$ cat src/bmhpq_pkg.sv
`default_nettype none

package bmhpq_pkg;

  localparam int PrioW = 32;
  localparam int PayW  = 32;

  localparam logic OP_PUSH = 1'b0;
  localparam logic OP_POP  = 1'b1;

  typedef enum logic [1:0] {
    ST_DONE  = 2'd0,
    ST_FULL  = 2'd1,
    ST_EMPTY = 2'd2
  } status_e;

  typedef enum logic [3:0] {
    S_IDLE,
    S_UP_RD,
    S_UP_CMP,
    S_POP_ROOT,
    S_POP_LAST,
    S_DN_RDL,
    S_DN_RDR,
    S_DN_CMPR,
    S_PLACE,
    S_RESP
  } state_e;

  typedef enum logic [2:0] {
    RA_ZERO,
    RA_LAST,
    RA_PARENT,
    RA_LEFT,
    RA_RIGHT
  } rd_sel_e;

  typedef enum logic [1:0] {
    WS_CUR,
    WS_RD,
    WS_LEFT
  } wr_sel_e;

  typedef enum logic [2:0] {
    PS_KEEP,
    PS_CNT,
    PS_ZERO,
    PS_PARENT,
    PS_LEFT,
    PS_RIGHT
  } pos_sel_e;

  typedef enum logic [1:0] {
    CS_UP,
    CS_DNL,
    CS_DNR
  } cmp_sel_e;

  typedef struct packed {
    logic signed [PrioW-1:0] prio;
    logic signed [PayW-1:0]  pay;
  } entry_t;

  typedef struct packed {
    logic in_valid;
    logic in_pop;
    logic full;
    logic empty;
    logic par_zero;
    logic l_ok;
    logic r_ok;
    logic lt;
    logic lgt;
    logic out_free;
  } flags_t;

  typedef struct packed {
    logic     ready;
    logic     take;
    status_e  status;
    logic     rd_en;
    rd_sel_e  rd_sel;
    logic     wr_en;
    wr_sel_e  wr_sel;
    pos_sel_e pos_sel;
    cmp_sel_e cmp_sel;
    logic     cnt_inc;
    logic     cnt_dec;
    logic     ld_root;
    logic     ld_cur;
    logic     ld_left;
    logic     emit;
  } ctrl_t;

endpackage

`default_nettype wire

$ cat src/bmhpq_seq.sv
`default_nettype none

module bmhpq_seq (
  input  wire                clk_i,
  input  wire                rst_ni,
  input  bmhpq_pkg::flags_t  flags_i,
  output bmhpq_pkg::ctrl_t   ctrl_o
);
  import bmhpq_pkg::*;

  state_e state_q, state_d;

  always_ff @(posedge clk_i or negedge rst_ni) begin
    if (!rst_ni) begin
      state_q <= S_IDLE;
    end else begin
      state_q <= state_d;
    end
  end

  always_comb begin
    state_d = state_q;
    unique case (state_q)
      S_IDLE: begin
        if (flags_i.in_valid) begin
          if (!flags_i.in_pop) begin
            if (flags_i.full) state_d = S_RESP;
            else if (flags_i.empty) state_d = S_PLACE;
            else state_d = S_UP_RD;
          end else begin
            if (flags_i.empty) state_d = S_RESP;
            else state_d = S_POP_ROOT;
          end
        end
      end
      S_UP_RD:  state_d = S_UP_CMP;
      S_UP_CMP: begin
        if (flags_i.lt && !flags_i.par_zero) state_d = S_UP_RD;
        else state_d = S_PLACE;
      end
      S_POP_ROOT: begin
        if (flags_i.empty) state_d = S_RESP;
        else state_d = S_POP_LAST;
      end
      S_POP_LAST: state_d = S_DN_RDL;
      S_DN_RDL: begin
        if (flags_i.l_ok) state_d = S_DN_RDR;
        else state_d = S_PLACE;
      end
      S_DN_RDR: begin
        if (flags_i.r_ok) state_d = S_DN_CMPR;
        else if (flags_i.lt) state_d = S_DN_RDL;
        else state_d = S_PLACE;
      end
      S_DN_CMPR: begin
        if (flags_i.lt || flags_i.lgt) state_d = S_DN_RDL;
        else state_d = S_PLACE;
      end
      S_PLACE: state_d = S_RESP;
      S_RESP: begin
        if (flags_i.out_free) state_d = S_IDLE;
      end
      default: state_d = S_IDLE;
    endcase
  end

  always_comb begin
    ctrl_o = '0;
    ctrl_o.status  = ST_DONE;
    ctrl_o.rd_sel  = RA_ZERO;
    ctrl_o.wr_sel  = WS_CUR;
    ctrl_o.pos_sel = PS_KEEP;
    ctrl_o.cmp_sel = CS_UP;
    unique case (state_q)
      S_IDLE: begin
        ctrl_o.ready = 1'b1;
        if (flags_i.in_valid) begin
          ctrl_o.take = 1'b1;
          if (!flags_i.in_pop) begin
            if (flags_i.full) begin
              ctrl_o.status = ST_FULL;
            end else begin
              ctrl_o.cnt_inc = 1'b1;
              ctrl_o.pos_sel = PS_CNT;
            end
          end else begin
            if (flags_i.empty) begin
              ctrl_o.status = ST_EMPTY;
            end else begin
              ctrl_o.rd_en   = 1'b1;
              ctrl_o.rd_sel  = RA_ZERO;
              ctrl_o.cnt_dec = 1'b1;
            end
          end
        end
      end
      S_UP_RD: begin
        ctrl_o.rd_en  = 1'b1;
        ctrl_o.rd_sel = RA_PARENT;
      end
      S_UP_CMP: begin
        ctrl_o.cmp_sel = CS_UP;
        if (flags_i.lt) begin
          ctrl_o.wr_en   = 1'b1;
          ctrl_o.wr_sel  = WS_RD;
          ctrl_o.pos_sel = PS_PARENT;
        end
      end
      S_POP_ROOT: begin
        ctrl_o.ld_root = 1'b1;
        if (!flags_i.empty) begin
          ctrl_o.rd_en  = 1'b1;
          ctrl_o.rd_sel = RA_LAST;
        end
      end
      S_POP_LAST: begin
        ctrl_o.ld_cur  = 1'b1;
        ctrl_o.pos_sel = PS_ZERO;
      end
      S_DN_RDL: begin
        if (flags_i.l_ok) begin
          ctrl_o.rd_en  = 1'b1;
          ctrl_o.rd_sel = RA_LEFT;
        end
      end
      S_DN_RDR: begin
        ctrl_o.cmp_sel = CS_DNL;
        ctrl_o.ld_left = 1'b1;
        if (flags_i.r_ok) begin
          ctrl_o.rd_en  = 1'b1;
          ctrl_o.rd_sel = RA_RIGHT;
        end else if (flags_i.lt) begin
          ctrl_o.wr_en   = 1'b1;
          ctrl_o.wr_sel  = WS_RD;
          ctrl_o.pos_sel = PS_LEFT;
        end
      end
      S_DN_CMPR: begin
        ctrl_o.cmp_sel = CS_DNR;
        if (flags_i.lt) begin
          ctrl_o.wr_en   = 1'b1;
          ctrl_o.wr_sel  = WS_RD;
          ctrl_o.pos_sel = PS_RIGHT;
        end else if (flags_i.lgt) begin
          ctrl_o.wr_en   = 1'b1;
          ctrl_o.wr_sel  = WS_LEFT;
          ctrl_o.pos_sel = PS_LEFT;
        end
      end
      S_PLACE: begin
        ctrl_o.wr_en  = 1'b1;
        ctrl_o.wr_sel = WS_CUR;
      end
      S_RESP: begin
        ctrl_o.emit = flags_i.out_free;
      end
      default: ;
    endcase
  end

endmodule

`default_nettype wire

$ cat config.mk
export PLATFORM = sky130hd
export DESIGN_NAME = bmhpq_seq
export DESIGN_NICKNAME = d
export VERILOG_FILES = /design/src/bmhpq_pkg.sv /design/src/bmhpq_seq.sv
export SDC_FILE = /design/constraint.sdc
export NUM_CORES = 1
export LEC_CHECK = 0
export BUFFER_PORTS_ARGS = -buffer_cell sky130_fd_sc_hd__buf_4
export CAP_MARGIN = 25
export CORE_MARGIN = 3
export CORE_UTILIZATION = 45
export CTS_CLUSTER_SIZE = 30
export DETAILED_ROUTE_END_ITERATION = 8
export HOLD_SLACK_MARGIN = 0.03
export PLACE_DENSITY = 0.81
export REMOVE_ABC_BUFFERS = 1
export SYNTH_ARGS = -nofsm -noshare
export SYNTH_HDL_FRONTEND = slang
export SYNTH_SLANG_ARGS = --single-unit
$ cat constraint.sdc
create_clock -name clk_i -period 3.85 [get_ports clk_i]
set_clock_uncertainty 0.1 [all_clocks]
set_input_delay 0.77 -clock clk_i [delete_from_list [all_inputs] [get_ports clk_i]]
set_output_delay 0.77 -clock clk_i [all_outputs]
set_load 0.02 [all_outputs]
Yosys cells after proc, flatten, opt, wreduce, memory -nomap -nowiden
Cells that the tools add are included.
{"block": "totals", "elab_cells": 62, "output_inout_bits": 22, "ff_bits": 4}
{"block": "classes", "reduce_logical": 5, "muxes": 45, "eq_ne": 11}
{"operator": "$mux 4", "count": 18}
{"operator": "$pmux 4 s10", "count": 1}
{"operator": "$mux 6", "count": 5}
{"operator": "$pmux 4 s5", "count": 1}
{"operator": "$eq 4x3->1 const B", "count": 4}
{"operator": "$pmux 3 s5", "count": 1}
{"operator": "$mux 1", "count": 12}
{"operator": "$pmux 3 s4", "count": 1}
{"operator": "$eq 4x2->1 const B", "count": 2}
{"operator": "$eq 4x4->1 const B", "count": 2}
{"operator": "$mux 2", "count": 4}
{"operator": "$mux 7", "count": 1}
{"operator": "$eq 4x1->1 const B", "count": 1}
{"operator": "$logic_not 4->1", "count": 1}
{"operator": "$ne 2x2->1 const B", "count": 2}
{"operator": "$pmux 2 s2", "count": 1}
{"operator": "$reduce_and 2->1", "count": 1}
{"operator": "$logic_and 1x1->1", "count": 1}
{"operator": "$logic_not 1->1", "count": 1}
{"operator": "$logic_or 1x1->1", "count": 1}

Longest topological paths before layout
{"block": "logic_depth", "depth_word": 5, "mapped_depth": 5, "ltp_nobuf": 4}

Worst setup path after synthesis
Ideal clock, no wire load.
{"block": "synth_path", "path_kind": "register to output", "start": "register state_q[3]", "end": "output ctrl_o[10] (netlist name)", "arrival_ns": 1.861, "stages_incl_launch_ff": 5, "required_ns": 2.980, "setup_slack_ns": 1.119, "cell_sequence": "dfrtp_1 nand2b_2 nor2_2 a21oi_1 a2111oi_1"}
{"element": "start: declaration", "line": "bmhpq_seq.sv:11", "text": "state_e state_q, state_d;"}
{"element": "start signal: assignment", "line": "bmhpq_seq.sv:17", "text": "state_q <= state_d;"}
{"element": "end: declaration", "line": "bmhpq_seq.sv:7", "text": "output bmhpq_pkg::ctrl_t ctrl_o"}

==> impl_metrics.ini <==
[placed_design]
dp_slack_ps = 1240
gp_congestion = 0.830
dpl.hpwl_um = 1320
port_buffers = 33

[cts]
cts_tree = built
cts_sinks = 4
cts_buffers = 3
cts_repair_resize_count = 0
cts_max_level = 1
cts_setup_buffers = 0
clockBufferDepth = 2
clk_latency_ps = 240
ctsHoldBuffers = 0
clk_pin_slew_ps = 40
cts_root_buffer = clkbuf_4

[power_and_ir_drop]
power_density_mw_per_mm2 = 679
cellLeakagePower_nw = 0.395
peakVddDrop_v = 0.000424

[synth]
muxShareOfSynthArea = 0
synth-simple-area-share = 0.400
synth_flop_cell = dfrtp_1
synthDistinctLibCells = 43
synth_compound_area_frac = 0.318
ys_seq_area_frac = 0.168
synth.area.top_cells = dfrtp_1, nor2_1, a21oi_1
syn_area_per_cell_um2 = 7.16
synth_edf_count = 0
yosysTopAreaCellShare = 0.168
synth_top_family_by_area = simple AND/OR/NAND/NOR gates
ys_ff_latch = 4
yosysWarnings = 0
synth_area_um2 = 594
syn_inst = 83
synth-adder-area-share = 0
yosys.area_share.xor_xnor = 0.0147
synth.largest_area_cell = dfrtp_1
ys_async_sr_fraction = 1.00

[sta]
finalHoldViolCount = 0
timing.fmax_mhz = 349
tns_ps = 0
rsz0062_at_grt = false
maxSlewHeadroom = 0.557
post-route-min-period_ps = 2870
setup_viol = 0
period_share = 0.744
setup_slack_ps = 985
max_slew.worst_pin.slew_ps = 665
final_max_slew_viol_count = 0

[worst_setup_path]
reg2reg_to = state_q[0]
reg2reg_slack_ps = 2040
cp_max_fo = 19
rr_startpoint = state_q[0]
crit_required_ps = 2980
cp-start-kind = flip-flop
reg2reg_depth = 4
end_kind = primary output
worstPathArrival_ps = 2000
worstSetupPathType = reg2out

[die]
io_pins = 34
fp.dieArea_mm2 = 0.00179
core_area_mm2 = 0.00117
rows = 12
dieWidth_um = 42.3
start_util = 0.507
fp.dieH_um = 42.3

[route]
route.detailed.drc = 0
drt-initial-drc-count = 13
drt_wl_total_um = 1770
vias = 735
postRouteAntennaNets = 0
viasPerCell = 5.83
drtPass1Iterations = 4
wl_per_cell_um = 14.0

[layout]
num_antenna_cells = 0
final_common_cell = buf_4
mostFrequentLayoutCells = buf_4, nor2_1, nor3_1, a21oi_1, inv_1
final_layout_size_suffix_gt1_frac = 0.420
area_growth_pct = 42.3
largest_reg_flops = 4
regMostFlops = state_q
reg_top3 = state_q (4)
fin_nets = 126

[job]
drv_cap = 0

[global_routing]
grt_pass1_wl_um = 2940
overflow = 0
grt_pass1_vias = 675
grt_antenna_before_repair = 0
grt_start_max_net_pins = 20
grt.total_usage = 0.202

[min_path]
hp-class = in2async

[status]
outcome = completed
## critical path, cell delays in order (launching register included)
cell,delay [ps]
dfrtp_1,760
nand2_2,180
nor2_2,180
a21oi_1,80
a2111oi_1,340
buf_4,210
## cells by family after synthesis
group	Yosys count
AND/OR/NAND/NOR	40
AO/OA/AOI/OAI	25
buffers and inverters	13
flip-flops	4
XOR/XNOR	1
## stage by stage
| stage | util | power (W) | instance area [um2] | hold WS [ps] | std cells |
|---|---|---|---|---|---|
| after floorplan | - | 0.000382 | 558 | 374 | 76 |
| after global placement | 0.703 | 0.000512 | 823 | 468 | 123 |
| after detailed placement | 0.703 | 0.000517 | 823 | 471 | 123 |
| after CTS | 0.722 | 0.000572 | 846 | 222 | 126 |
| after global routing | 0.722 | 0.000618 | 846 | 223 | 126 |
| final | 0.722 | 0.000574 | 846 | 220 | 126 |
## worst max-delay path by stage
stage	slack [ps]	end	startpoint
after detailed placement	1240	ctrl_o[10]	state_q[0]
final	980	ctrl_o[10]	state_q[0]
after global placement	1290	ctrl_o[10]	state_q[0]
after CTS	970	ctrl_o[10]	state_q[0]
after floorplan	940	ctrl_o[16]	state_q[3]
after global routing	870	ctrl_o[10]	state_q[0]
## routing by layer
metal,track usage,wire length [um],vias up,part of all wire
met5,0,0,-,0
met4,0.0559,11,0,0.0062
met3,0,126,2,0.071
met2,0.356,811,33,0.46
met1,0.271,819,335,0.46
li1,-,-,365,-
## cell type report
cell class / count / area, um2
flip-flops and latches: 4 / 100
multi-input cells: 66 / 435
fillers: 111 / 325
well taps: 14 / 17.5
inverters: 6 / 22.5
repair buffers: 33 / 248
clock buffers: 3 / 22.5
## power by group
| group | internal (W) | leakage [nW] | switching, W |
|---|---|---|---|
| sequential | 0.0000586 | 0.0517 | 0.0000874 |
| combinational | 0.000177 | 0.330 | 0.000197 |
| clock | 0.0000350 | 0.0138 | 0.0000193 |
## synth_stat cells, types with 2 or more instances
master	number
nor2_1	10
a21oi_1	5
buf_2	5
inv_1	5
nor3_1	5
dfrtp_1	4
nand2_1	4
nand2b_1	3
nand3_1	3
o21ai_0	3
a21o_1	2
a31oi_1	2
nor4_1	2
Note: power is estimated with default switching activity, not from simulation.
